[src/hw/rtl/mhc_pkg.sv]
`default_nettype none

package mhc_pkg;

	// calibration length in samples (2..4096)
	localparam int CAL_SAMPLES = 256;
	localparam int CNT_W       = $clog2(CAL_SAMPLES + 1);

	localparam int SAMP_W       = 16;
	localparam int AXIS_W       = 17;
	localparam int ANGLE_W      = 18;
	localparam int SEL_W        = 3;
	localparam int CFG_IDX_W    = 2;
	localparam int CFG_DATA_W   = 16;
	localparam int CORDIC_STEPS = 16;
	localparam int STEP_W       = 4;
	localparam int PRESCALE     = 15;
	localparam int CORDIC_W     = 35;
	localparam int ATAN_W       = 14;
	localparam int NUM_AXES     = 3;

	localparam logic signed [ANGLE_W-1:0] ANGLE_PI      = 18'sd32768;
	localparam logic signed [ANGLE_W-1:0] ANGLE_HALF_PI = 18'sd16384;

	// register indexes of the config port
	typedef enum logic [CFG_IDX_W-1:0] {
		REG_NUM_AXIS = 2'd0,
		REG_DEN_AXIS = 2'd1,
		REG_HEAD_OFS = 2'd2
	} cfg_reg_t;

	localparam logic [SEL_W-1:0] NUM_AXIS_RST = 3'd2;
	localparam logic [SEL_W-1:0] DEN_AXIS_RST = 3'd1;

	// axis selector magnitudes
	localparam logic [SEL_W-1:0] AXIS_X = 3'd1;
	localparam logic [SEL_W-1:0] AXIS_Y = 3'd2;
	localparam logic [SEL_W-1:0] AXIS_Z = 3'd3;

	typedef enum logic [1:0] {
		ST_IDLE,
		ST_SELECT,
		ST_ROTATE,
		ST_WAIT_OUT
	} mhc_state_t;

	typedef struct packed {
		logic                       start;
		logic signed [AXIS_W-1:0]   y;
		logic signed [AXIS_W-1:0]   x;
	} cordic_req_t;

	typedef struct packed {
		logic                       done;
		logic signed [ANGLE_W-1:0]  angle;
	} cordic_rsp_t;

	// round(atan(2^-i) * 32768 / pi)
	function automatic logic [ATAN_W-1:0] atan_lut(input logic [STEP_W-1:0] idx);
		logic [ATAN_W-1:0] t;
		case (idx)
			4'd0:    t = 14'd8192;
			4'd1:    t = 14'd4836;
			4'd2:    t = 14'd2555;
			4'd3:    t = 14'd1297;
			4'd4:    t = 14'd651;
			4'd5:    t = 14'd326;
			4'd6:    t = 14'd163;
			4'd7:    t = 14'd81;
			4'd8:    t = 14'd41;
			4'd9:    t = 14'd20;
			4'd10:   t = 14'd10;
			4'd11:   t = 14'd5;
			4'd12:   t = 14'd3;
			4'd13:   t = 14'd1;
			4'd14:   t = 14'd1;
			default: t = 14'd0;
		endcase
		return t;
	endfunction

endpackage

`default_nettype wire

[src/hw/rtl/mhc_intf.sv]
`default_nettype none

// sample request channel
interface mhc_in_if;
	import mhc_pkg::*;
	logic                      valid;
	logic                      ready;
	logic signed [SAMP_W-1:0]  mag_x;
	logic signed [SAMP_W-1:0]  mag_y;
	logic signed [SAMP_W-1:0]  mag_z;

	modport source (output valid, output mag_x, output mag_y, output mag_z, input ready);
	modport sink   (input valid, input mag_x, input mag_y, input mag_z, output ready);
endinterface

// heading result channel
interface mhc_out_if;
	import mhc_pkg::*;
	logic                      valid;
	logic                      ready;
	logic signed [ANGLE_W-1:0] heading;
	logic                      calibrating;

	modport source (output valid, output heading, output calibrating, input ready);
	modport sink   (input valid, input heading, input calibrating, output ready);
endinterface

`default_nettype wire

[src/hw/rtl/mhc_cordic.sv]
`default_nettype none

// Iterative vectoring CORDIC atan2, one micro-rotation per cycle.
module mhc_cordic import mhc_pkg::*; (
	input  wire logic        clk,
	input  wire logic        arst_n,
	input  wire cordic_req_t req,
	output cordic_rsp_t      rsp
);

	logic                        busy_q;
	logic                        done_q;
	logic [STEP_W-1:0]           step_q;
	logic signed [CORDIC_W-1:0]  x_q;
	logic signed [CORDIC_W-1:0]  y_q;
	logic signed [ANGLE_W-1:0]   z_q;

	logic signed [CORDIC_W-1:0]  x_ext;
	logic signed [CORDIC_W-1:0]  y_ext;
	logic signed [CORDIC_W-1:0]  x_pre;
	logic signed [CORDIC_W-1:0]  y_pre;
	logic signed [CORDIC_W-1:0]  xs;
	logic signed [CORDIC_W-1:0]  ys;
	logic signed [ANGLE_W-1:0]   t_ang;
	logic                        rot_pos;
	logic                        special;
	logic                        last_step;

	always_comb begin
		x_ext     = {{(CORDIC_W-AXIS_W){req.x[AXIS_W-1]}}, req.x};
		y_ext     = {{(CORDIC_W-AXIS_W){req.y[AXIS_W-1]}}, req.y};
		x_pre     = x_ext <<< PRESCALE;
		y_pre     = y_ext <<< PRESCALE;
		special   = (req.y == '0) || (req.x == '0);
		xs        = x_q >>> step_q;
		ys        = y_q >>> step_q;
		rot_pos   = !y_q[CORDIC_W-1] && (y_q != '0);
		t_ang     = ANGLE_W'(atan_lut(step_q));
		last_step = (step_q == STEP_W'(CORDIC_STEPS - 1));
	end

	always_ff @(posedge clk or negedge arst_n) begin
		if (!arst_n) begin
			busy_q <= 1'b0;
			done_q <= 1'b0;
			step_q <= '0;
		end else begin
			done_q <= (busy_q && last_step) || (req.start && special);
			if (req.start) begin
				busy_q <= !special;
				step_q <= '0;
			end else if (busy_q) begin
				step_q <= step_q + 1'b1;
				if (last_step) begin
					busy_q <= 1'b0;
				end
			end
		end
	end

	always_ff @(posedge clk) begin
		if (req.start) begin
			if (req.y == '0) begin
				z_q <= req.x[AXIS_W-1] ? ANGLE_PI : '0;
			end else if (req.x == '0) begin
				z_q <= req.y[AXIS_W-1] ? -ANGLE_HALF_PI : ANGLE_HALF_PI;
			end else if (req.x[AXIS_W-1]) begin
				// left half plane: fold by pi
				x_q <= -x_pre;
				y_q <= -y_pre;
				z_q <= req.y[AXIS_W-1] ? -ANGLE_PI : ANGLE_PI;
			end else begin
				x_q <= x_pre;
				y_q <= y_pre;
				z_q <= '0;
			end
		end else if (busy_q) begin
			if (rot_pos) begin
				x_q <= x_q + ys;
				y_q <= y_q - xs;
				z_q <= z_q + t_ang;
			end else begin
				x_q <= x_q - ys;
				y_q <= y_q + xs;
				z_q <= z_q - t_ang;
			end
		end
	end

	always_comb begin
		rsp.done = done_q;
		if (z_q > ANGLE_PI) begin
			rsp.angle = ANGLE_PI;
		end else if (z_q < -ANGLE_PI) begin
			rsp.angle = -ANGLE_PI;
		end else begin
			rsp.angle = z_q;
		end
	end

endmodule

`default_nettype wire

[src/hw/rtl/magnetometer_heading_with_calibration.sv]
// Magnetometer heading with hard-iron min/max calibration.
//
// samp:   request channel, one raw signed 16-bit x/y/z sample per request,
//         taken at a clock edge with valid and ready high.
// result: one heading per sample (18-bit signed, pi = 32768) and the
//         calibrating flag, held in an output register until taken.
// cfg:    write-only port; cfg_we with cfg_index selects numerator axis,
//         denominator axis or heading offset. Writes to index 3 are dropped.
//
// Timing: a sample is folded into min/max (or latches the offsets) at the
// accept edge, axes are selected the next cycle, then a single shared
// CORDIC stage runs 16 micro-rotations (none when an operand is zero)
// and the angle is loaded into the output register. samp.ready returns
// in the same cycle that result.valid rises, so a new sample is not taken
// until the previous one is through the CORDIC.
// If result is stalled, the finished angle waits in the CORDIC and samp
// stays low until the output register frees up.
// Reset clears counters, min/max/offsets and loads register defaults
// (numerator y, denominator x, offset 0).
`default_nettype none

module magnetometer_heading_with_calibration import mhc_pkg::*; (
	input  wire logic                    clk,
	input  wire logic                    arst_n,
	input  wire logic                    cfg_we,
	input  wire logic [CFG_IDX_W-1:0]    cfg_index,
	input  wire logic [CFG_DATA_W-1:0]   cfg_data,
	mhc_in_if.sink                       samp,
	mhc_out_if.source                    result
);

	localparam logic [CNT_W-1:0] CAL_LAST = CNT_W'(CAL_SAMPLES - 1);
	localparam logic [CNT_W-1:0] CAL_FULL = CNT_W'(CAL_SAMPLES);

	// axis value: sample minus offset, negated for negative selector,
	// constant -1 for a meaningless selector
	function automatic logic signed [AXIS_W-1:0] select_axis(
		input logic [SEL_W-1:0]        sel,
		input logic signed [SAMP_W-1:0] sx,
		input logic signed [SAMP_W-1:0] sy,
		input logic signed [SAMP_W-1:0] sz,
		input logic signed [SAMP_W-1:0] ox,
		input logic signed [SAMP_W-1:0] oy,
		input logic signed [SAMP_W-1:0] oz
	);
		logic [SEL_W-1:0]         mag;
		logic signed [AXIS_W-1:0] v;
		mag = sel[SEL_W-1] ? (~sel + 1'b1) : sel;
		case (mag)
			AXIS_X:  v = {sx[SAMP_W-1], sx} - {ox[SAMP_W-1], ox};
			AXIS_Y:  v = {sy[SAMP_W-1], sy} - {oy[SAMP_W-1], oy};
			AXIS_Z:  v = {sz[SAMP_W-1], sz} - {oz[SAMP_W-1], oz};
			default: v = '1;
		endcase
		if (sel[SEL_W-1] && (mag == AXIS_X || mag == AXIS_Y || mag == AXIS_Z)) begin
			v = -v;
		end
		return v;
	endfunction

	mhc_state_t state_q, state_d;

	logic [SEL_W-1:0]          num_axis_q;
	logic [SEL_W-1:0]          den_axis_q;
	logic [CFG_DATA_W-1:0]     head_ofs_q;

	logic [CNT_W-1:0]          cnt_q;
	logic signed [SAMP_W-1:0]  max_q [NUM_AXES];
	logic signed [SAMP_W-1:0]  min_q [NUM_AXES];
	logic signed [SAMP_W-1:0]  ofs_q [NUM_AXES];
	logic signed [SAMP_W-1:0]  smp_q [NUM_AXES];
	logic signed [SAMP_W-1:0]  smp_in [NUM_AXES];
	logic signed [SAMP_W-1:0]  mid [NUM_AXES];

	logic                      res_valid_q;
	logic signed [ANGLE_W-1:0] heading_q;
	logic                      calib_q;

	logic                      accept;
	logic                      out_free;
	logic                      load_out;
	logic                      in_ready;
	logic                      start_rot;
	logic signed [ANGLE_W-1:0] head_next;

	cordic_req_t               creq;
	cordic_rsp_t               crsp;

	// ---------------- configuration registers ----------------
	always_ff @(posedge clk or negedge arst_n) begin
		if (!arst_n) begin
			num_axis_q <= NUM_AXIS_RST;
			den_axis_q <= DEN_AXIS_RST;
			head_ofs_q <= '0;
		end else if (cfg_we) begin
			unique case (cfg_index)
				REG_NUM_AXIS: num_axis_q <= cfg_data[SEL_W-1:0];
				REG_DEN_AXIS: den_axis_q <= cfg_data[SEL_W-1:0];
				REG_HEAD_OFS: head_ofs_q <= cfg_data;
				default:      ;
			endcase
		end
	end

	// ---------------- calibration ----------------
	assign accept    = samp.valid && in_ready;
	assign smp_in[0] = samp.mag_x;
	assign smp_in[1] = samp.mag_y;
	assign smp_in[2] = samp.mag_z;

	// truncating midpoint: add one to a negative sum before the halving shift
	always_comb begin
		for (int i = 0; i < NUM_AXES; i++) begin
			logic signed [SAMP_W:0] sum;
			logic signed [SAMP_W:0] adj;
			sum    = {max_q[i][SAMP_W-1], max_q[i]} + {min_q[i][SAMP_W-1], min_q[i]};
			adj    = sum + (SAMP_W+1)'(sum[SAMP_W]);
			mid[i] = adj[SAMP_W:1];
		end
	end

	always_ff @(posedge clk or negedge arst_n) begin
		if (!arst_n) begin
			cnt_q <= '0;
			for (int i = 0; i < NUM_AXES; i++) begin
				max_q[i] <= '0;
				min_q[i] <= '0;
				ofs_q[i] <= '0;
			end
		end else if (accept) begin
			if (cnt_q == '0) begin
				// first sample seeds the range
				for (int i = 0; i < NUM_AXES; i++) begin
					max_q[i] <= smp_in[i];
					min_q[i] <= smp_in[i];
				end
				cnt_q <= cnt_q + 1'b1;
			end else if (cnt_q < CAL_LAST) begin
				for (int i = 0; i < NUM_AXES; i++) begin
					if (smp_in[i] > max_q[i]) begin
						max_q[i] <= smp_in[i];
					end
					if (smp_in[i] < min_q[i]) begin
						min_q[i] <= smp_in[i];
					end
				end
				cnt_q <= cnt_q + 1'b1;
			end else begin
				// latch sample and beyond: offsets from the frozen range
				for (int i = 0; i < NUM_AXES; i++) begin
					ofs_q[i] <= mid[i];
				end
				if (cnt_q < CAL_FULL) begin
					cnt_q <= cnt_q + 1'b1;
				end
			end
		end
	end

	always_ff @(posedge clk) begin
		if (accept) begin
			for (int i = 0; i < NUM_AXES; i++) begin
				smp_q[i] <= smp_in[i];
			end
		end
	end

	// ---------------- sequencer ----------------
	assign out_free = !res_valid_q || result.ready;

	always_ff @(posedge clk or negedge arst_n) begin
		if (!arst_n) begin
			state_q <= ST_IDLE;
		end else begin
			state_q <= state_d;
		end
	end

	always_comb begin
		state_d = state_q;
		unique case (state_q)
			ST_IDLE:     if (samp.valid) state_d = ST_SELECT;
			ST_SELECT:   state_d = ST_ROTATE;
			ST_ROTATE:   if (crsp.done) state_d = out_free ? ST_IDLE : ST_WAIT_OUT;
			ST_WAIT_OUT: if (out_free) state_d = ST_IDLE;
			default:     state_d = ST_IDLE;
		endcase
	end

	always_comb begin
		in_ready  = 1'b0;
		start_rot = 1'b0;
		load_out  = 1'b0;
		unique case (state_q)
			ST_IDLE:     in_ready  = 1'b1;
			ST_SELECT:   start_rot = 1'b1;
			ST_ROTATE:   load_out  = crsp.done && out_free;
			ST_WAIT_OUT: load_out  = out_free;
			default:     ;
		endcase
	end

	assign samp.ready = in_ready;

	// operands use the offsets already updated by this sample
	always_comb begin
		creq.start = start_rot;
		creq.y     = select_axis(num_axis_q, smp_q[0], smp_q[1], smp_q[2],
			ofs_q[0], ofs_q[1], ofs_q[2]);
		creq.x     = select_axis(den_axis_q, smp_q[0], smp_q[1], smp_q[2],
			ofs_q[0], ofs_q[1], ofs_q[2]);
	end

	mhc_cordic u_cordic (
		.clk    (clk),
		.arst_n (arst_n),
		.req    (creq),
		.rsp    (crsp)
	);

	// ---------------- output register ----------------
	assign head_next = crsp.angle - {{(ANGLE_W-CFG_DATA_W){head_ofs_q[CFG_DATA_W-1]}}, head_ofs_q};

	always_ff @(posedge clk or negedge arst_n) begin
		if (!arst_n) begin
			res_valid_q <= 1'b0;
		end else if (load_out) begin
			res_valid_q <= 1'b1;
		end else if (result.ready) begin
			res_valid_q <= 1'b0;
		end
	end

	always_ff @(posedge clk) begin
		if (load_out) begin
			heading_q <= head_next;
			calib_q   <= (cnt_q < CAL_FULL);
		end
	end

	assign result.valid       = res_valid_q;
	assign result.heading     = heading_q;
	assign result.calibrating = calib_q;

endmodule

`default_nettype wire

[src/flat_wrapper.sv]
// flat-port wrapper written by rule: the top's interface ports become plain ports
module magnetometer_heading_with_calibration_flat import mhc_pkg::*;
  (clk, arst_n, cfg_we, cfg_index, cfg_data, samp_valid, samp_mag_x, samp_mag_y, samp_mag_z, samp_ready, result_valid, result_heading, result_calibrating, result_ready);
  mhc_in_if samp_i ();
  mhc_out_if result_i ();
  input  wire logic clk;
  input  wire logic arst_n;
  input  wire logic cfg_we;
  input  wire logic [CFG_IDX_W-1:0] cfg_index;
  input  wire logic [CFG_DATA_W-1:0] cfg_data;
  input wire logic [$bits(samp_i.valid)-1:0] samp_valid;
  input wire logic [$bits(samp_i.mag_x)-1:0] samp_mag_x;
  input wire logic [$bits(samp_i.mag_y)-1:0] samp_mag_y;
  input wire logic [$bits(samp_i.mag_z)-1:0] samp_mag_z;
  output wire logic [$bits(samp_i.ready)-1:0] samp_ready;
  output wire logic [$bits(result_i.valid)-1:0] result_valid;
  output wire logic [$bits(result_i.heading)-1:0] result_heading;
  output wire logic [$bits(result_i.calibrating)-1:0] result_calibrating;
  input wire logic [$bits(result_i.ready)-1:0] result_ready;
  assign samp_i.valid = samp_valid;
  assign samp_i.mag_x = samp_mag_x;
  assign samp_i.mag_y = samp_mag_y;
  assign samp_i.mag_z = samp_mag_z;
  assign samp_ready = samp_i.ready;
  assign result_valid = result_i.valid;
  assign result_heading = result_i.heading;
  assign result_calibrating = result_i.calibrating;
  assign result_i.ready = result_ready;
  magnetometer_heading_with_calibration u_core (.clk(clk), .arst_n(arst_n), .cfg_we(cfg_we), .cfg_index(cfg_index), .cfg_data(cfg_data), .samp(samp_i), .result(result_i));
endmodule
[config.mk]
export PLATFORM = sky130hd
export DESIGN_NAME = magnetometer_heading_with_calibration_flat
export DESIGN_NICKNAME = d
export VERILOG_FILES = /design/src/hw/rtl/mhc_pkg.sv /design/src/hw/rtl/mhc_intf.sv /design/src/hw/rtl/mhc_cordic.sv /design/src/hw/rtl/magnetometer_heading_with_calibration.sv /design/src/flat_wrapper.sv
export SDC_FILE = /design/constraint.sdc
export NUM_CORES = 1
export LEC_CHECK = 0
export BUFFER_PORTS_ARGS = -buffer_cell sky130_fd_sc_hd__buf_2
export CORE_ASPECT_RATIO = 0.5
export CORE_UTILIZATION = 50
export CTS_CLUSTER_DIAMETER = 50
export CTS_CLUSTER_SIZE = 25
export DETAILED_ROUTE_END_ITERATION = 8
export MAX_ROUTING_LAYER = met4
export PLACE_DENSITY = 0.68
export SKIP_CTS_REPAIR_TIMING = 1
export SLEW_MARGIN = 20
export SYNTH_ARGS = -nofsm -noshare
export SYNTH_HDL_FRONTEND = slang
export SYNTH_SLANG_ARGS = --single-unit
[constraint.sdc]
create_clock -name clk -period 12.6 [get_ports clk]
set_input_delay 0.63 -clock clk [delete_from_list [all_inputs] [get_ports clk]]
set_output_delay 0.63 -clock clk [all_outputs]
set_load 0.05 [all_outputs]
==> results.cfg <==
[floorplanning]
start_util_pct = 51.2
die_area_um2 = 66200
design.core.area_um2 = 63700
dieWidth_um = 363
io-pin-count = 92
fp.dieH_um = 182
placementRows = 65

[pwr]
power.switching_fraction_pct = 33.0
cellLeakagePower_nw = 14.4
comb_power_share_pct = 23.1
p_seq_share_pct = 39.3
power.total_mw = 3.01
cell_internal_pwr_mw = 2.02
powerDensity_nw_per_um2 = 85.7
p_clk_share_pct = 37.7
worst_ir_drop_vdd_v = 0.0000780
sw_pwr_uw = 994

[place]
finalWeightedCongestion = 0.952
io_buffer_count = 91
hpwl_um = 63700

[detailed_routing]
detailroute.via_count = 26900
routed_wirelength_um = 82800
drt-wirelength-per-cell_um = 18.2
postRouteAntennaNets = 0
avgViaCountPerCell = 5.91
first_pass_iters = 6
drcViolationCount = 0
drt_first_iter_violations = 2265

[clock_network]
cts_made_buffers = 36
worstSkewPairLatency_ns = 0.56
clock_sink_count = 339
htree_levels = 2
tritoncts = done
clk_path_buf_depth = 3
root_buffer = sky130_fd_sc_hd__clkbuf_16
worst_setup_hold_path_clk_slew_ns = 0.07

[yosys]
postSynth.asyncResetShare_pct = 54.3
yosysSeqAreaShare_pct = 28.4
syn_area_um2 = 32600
synth_xor_area_share_pct = 9.16
synthAdderAreaFrac_pct = 12.8
ys_warn_count = 0
synthSimpleGateAreaFrac_pct = 16.1
synth_compound_gate_area_share_pct = 18.0
ff_latch_count_synth = 339
postSynth.topFlopCell = sky130_fd_sc_hd__dfrtp_1
yosys.cell_types.count = 108
synthMuxAreaShare_pct = 11.0
netlist_instances = 3610
post_synth.cell_area_avg_um2 = 9.02
number_of_synthesized_flops_with_an_enable_pin = 155
synth_top_family_by_area = compound AO/OA/AOI/OAI gates
postSynthNetCount = 4009

[sta]
final.period_utilization_pct = 58.6
timing.final.setup_violations = 0
layout_min_cycle_time_ns = 7.39
finClkSkew_ns = 0.0170
max_slew_margin_pct = 31.1
fmax_mhz = 135
fin_hold_ws_ns = 0.115
rsz0062_at_grt = false
hold_viol_final = 0
timing.setup.tns_ns = 0
slew_viol_final = 0
max_slew.worst_pin.slew_ns = 1.03

[global_route]
grt_max_degree = 94
grt_pass1_wl_um = 135000
grtUsageTotal_pct = 25.7
first_global_vias = 25600
grt_antenna_before_repair = 0
globalRouteOverflowTotal = 0

[setup_path]
path_class = reg -> reg
cp_data_arrival_time_ns = 7.67
cp.required_ns = 12.89
endpoint_kind = register
crit_path_start_kind = register
crit_path_max_fanout = 48
register_to_register_setup_slack_ns = 5.21

[run]
cap_viol_max_count = 0

[finish]
n_fill_cell = 5838
final_common_cell = sky130_fd_sc_hd__nand2_1
antenna_cells = 0
areaGrowthSynthToFinish_pct = 7.80
multiInputGateArea_um2 = 21900
final_cell_mix = sky130_fd_sc_hd__nand2_1, sky130_fd_sc_hd__ha_1, sky130_fd_sc_hd__nor2_1
num-nets-final = 4049
seqCellArea_um2 = 9270
final_layout_size_suffix_gt1_share_pct = 12.6

[run_status]
outcome = finished clean

[min_path]
min_path_type = in -> async
-- final cells by class --
class / count / share of cell area [%]
sequential: 339 / 26.4
clock inverter: 23 / 0.741
timing repair buffer: 119 / 1.92
inverter: 260 / 2.78
tap: 871 / 3.10
clock buffer: 41 / 2.76
multi-input combinational: 2894 / 62.3
-- routing by layer --
layer,up-vias,share of wire (%),global-route usage (%),routed length [µm]
li1,13200,-,-,-
met1,12900,48,35.9,39600
met2,724,44,39.8,36700
met4,0,1.9,5.43,1550
met5,-,0,-,0
met3,109,5.9,3.27,4900
-- synthesized netlist by cell type (all sizes together) (9+ instances only) --
cell type	n	share of area (%)
mux2	136	4.7
a21oi	217	3.3
o21ai	248	3.8
a2111oi	14	0.72
o211ai	25	0.59
and2	49	0.94
nand3	70	1.1
fa	10	0.61
o21bai	24	0.55
clkbuf	82	0.94
xor2	123	3.3
a221o	11	0.34
a21o	98	2.3
o21a	43	0.99
or3	16	0.32
a21boi	17	0.39
inv	257	3.0
nand2b	40	0.77
edfxtp	155	14
ha	318	12
and3	41	0.80
mux4	70	4.9
nor3b	10	0.23
xnor2	217	5.9
nand4	34	0.67
nand2	357	4.1
a31oi	43	0.83
o31ai	24	0.61
a211oi	22	0.55
or2	22	0.42
buf	35	0.57
nor2	276	3.2
dfrtp	182	14
a31o	9	0.24
nor3	57	0.94
nor4	18	0.38
mux2i	46	1.4
and4	12	0.32
nor2b	49	0.96
-- registers in the layout, indices dropped and copies added, names as in the netlist, 2 cells and up --
name	cells
u_core.cnt_q	9
u_core.den_axis_q	3
u_core.head_ofs_q	16
u_core.max_q	48
u_core.min_q	48
u_core.num_axis_q	3
u_core.ofs_q	48
u_core.result.heading	18
u_core.smp_q	48
u_core.state_q	2
u_core.u_cordic.step_q	4
u_core.u_cordic.x_q	35
u_core.u_cordic.y_q	35
u_core.u_cordic.z_q	18
-- power groups by stage --
stage               clock [mW]  combinational (mW)  sequential (mW)
finish                    1.13               0.694             1.18
detailed placement           0               0.681             1.20
floorplan                    0               0.459             1.20
CTS                       1.16               0.685             1.18
global route              1.20               0.751             1.18
global placement             0               0.670             1.20
-- worst paths after layout --
| check | to | cells after the start | start |
|---|---|---|---|
| hold / removal | u_core.min_q[31] | 1 | arst_n |
| max in group asynchronous | u_core.ofs_q[7] | 2 | arst_n |
| hold reg to reg | u_core.ofs_q[29] | 2 | u_core.ofs_q[29] |
| min in group clk | u_core.head_ofs_q[3] | 2 | cfg_data[3] |
| setup reg to reg | u_core.u_cordic.x_q[33] | 21 | u_core.u_cordic.step_q[1] |
| setup / recovery | u_core.u_cordic.x_q[33] | 21 | u_core.u_cordic.step_q[1] |
-- stage by stage --
step	cells	setup slack [ns]	util [%]	area, µm²
after global placement	4483	5.46	53.2	33900
final	4547	5.21	55.2	35100
after CTS	4547	5.25	55.1	35100
after floorplan	3610	3.14	-	32600
after global routing	4547	4.61	55.2	35100
after detailed placement	4483	5.28	53.2	33900
-- logic make-up (layout without fill, tap and decap cells) --
logic type	after synthesis	after routing
buffers and inverters	377	443
AOI/OAI and AO/OA	890	890
adders and majority gates	328	328
xor gates and xnor gates	340	340
DFF	339	339
muxes	252	252
and+or+nand+nor	1084	1084
-- critical path: stages, from the launching register on --
cell and delay, ns:
sky130_fd_sc_hd__dfrtp_2 0.75, sky130_fd_sc_hd__buf_4 0.63, sky130_fd_sc_hd__mux4_2 0.60, sky130_fd_sc_hd__mux2_2 0.30, sky130_fd_sc_hd__mux2i_1 0.25, sky130_fd_sc_hd__ha_1 0.23, sky130_fd_sc_hd__nor3b_1 0.37, sky130_fd_sc_hd__a31oi_1 0.18
sky130_fd_sc_hd__xnor2_1 0.17, sky130_fd_sc_hd__ha_1 0.21, sky130_fd_sc_hd__or3_1 0.42, sky130_fd_sc_hd__a2111oi_0 0.64, sky130_fd_sc_hd__o31ai_1 0.23, sky130_fd_sc_hd__o41ai_1 0.37, sky130_fd_sc_hd__nor2b_1 0.18, sky130_fd_sc_hd__a31oi_1 0.35
sky130_fd_sc_hd__o21ai_0 0.24, sky130_fd_sc_hd__a31oi_1 0.43, sky130_fd_sc_hd__nor3b_1 0.14, sky130_fd_sc_hd__a31oi_1 0.22, sky130_fd_sc_hd__xor2_1 0.17, sky130_fd_sc_hd__nor2_1 0.05
Power figures use the tool's default switching activity.
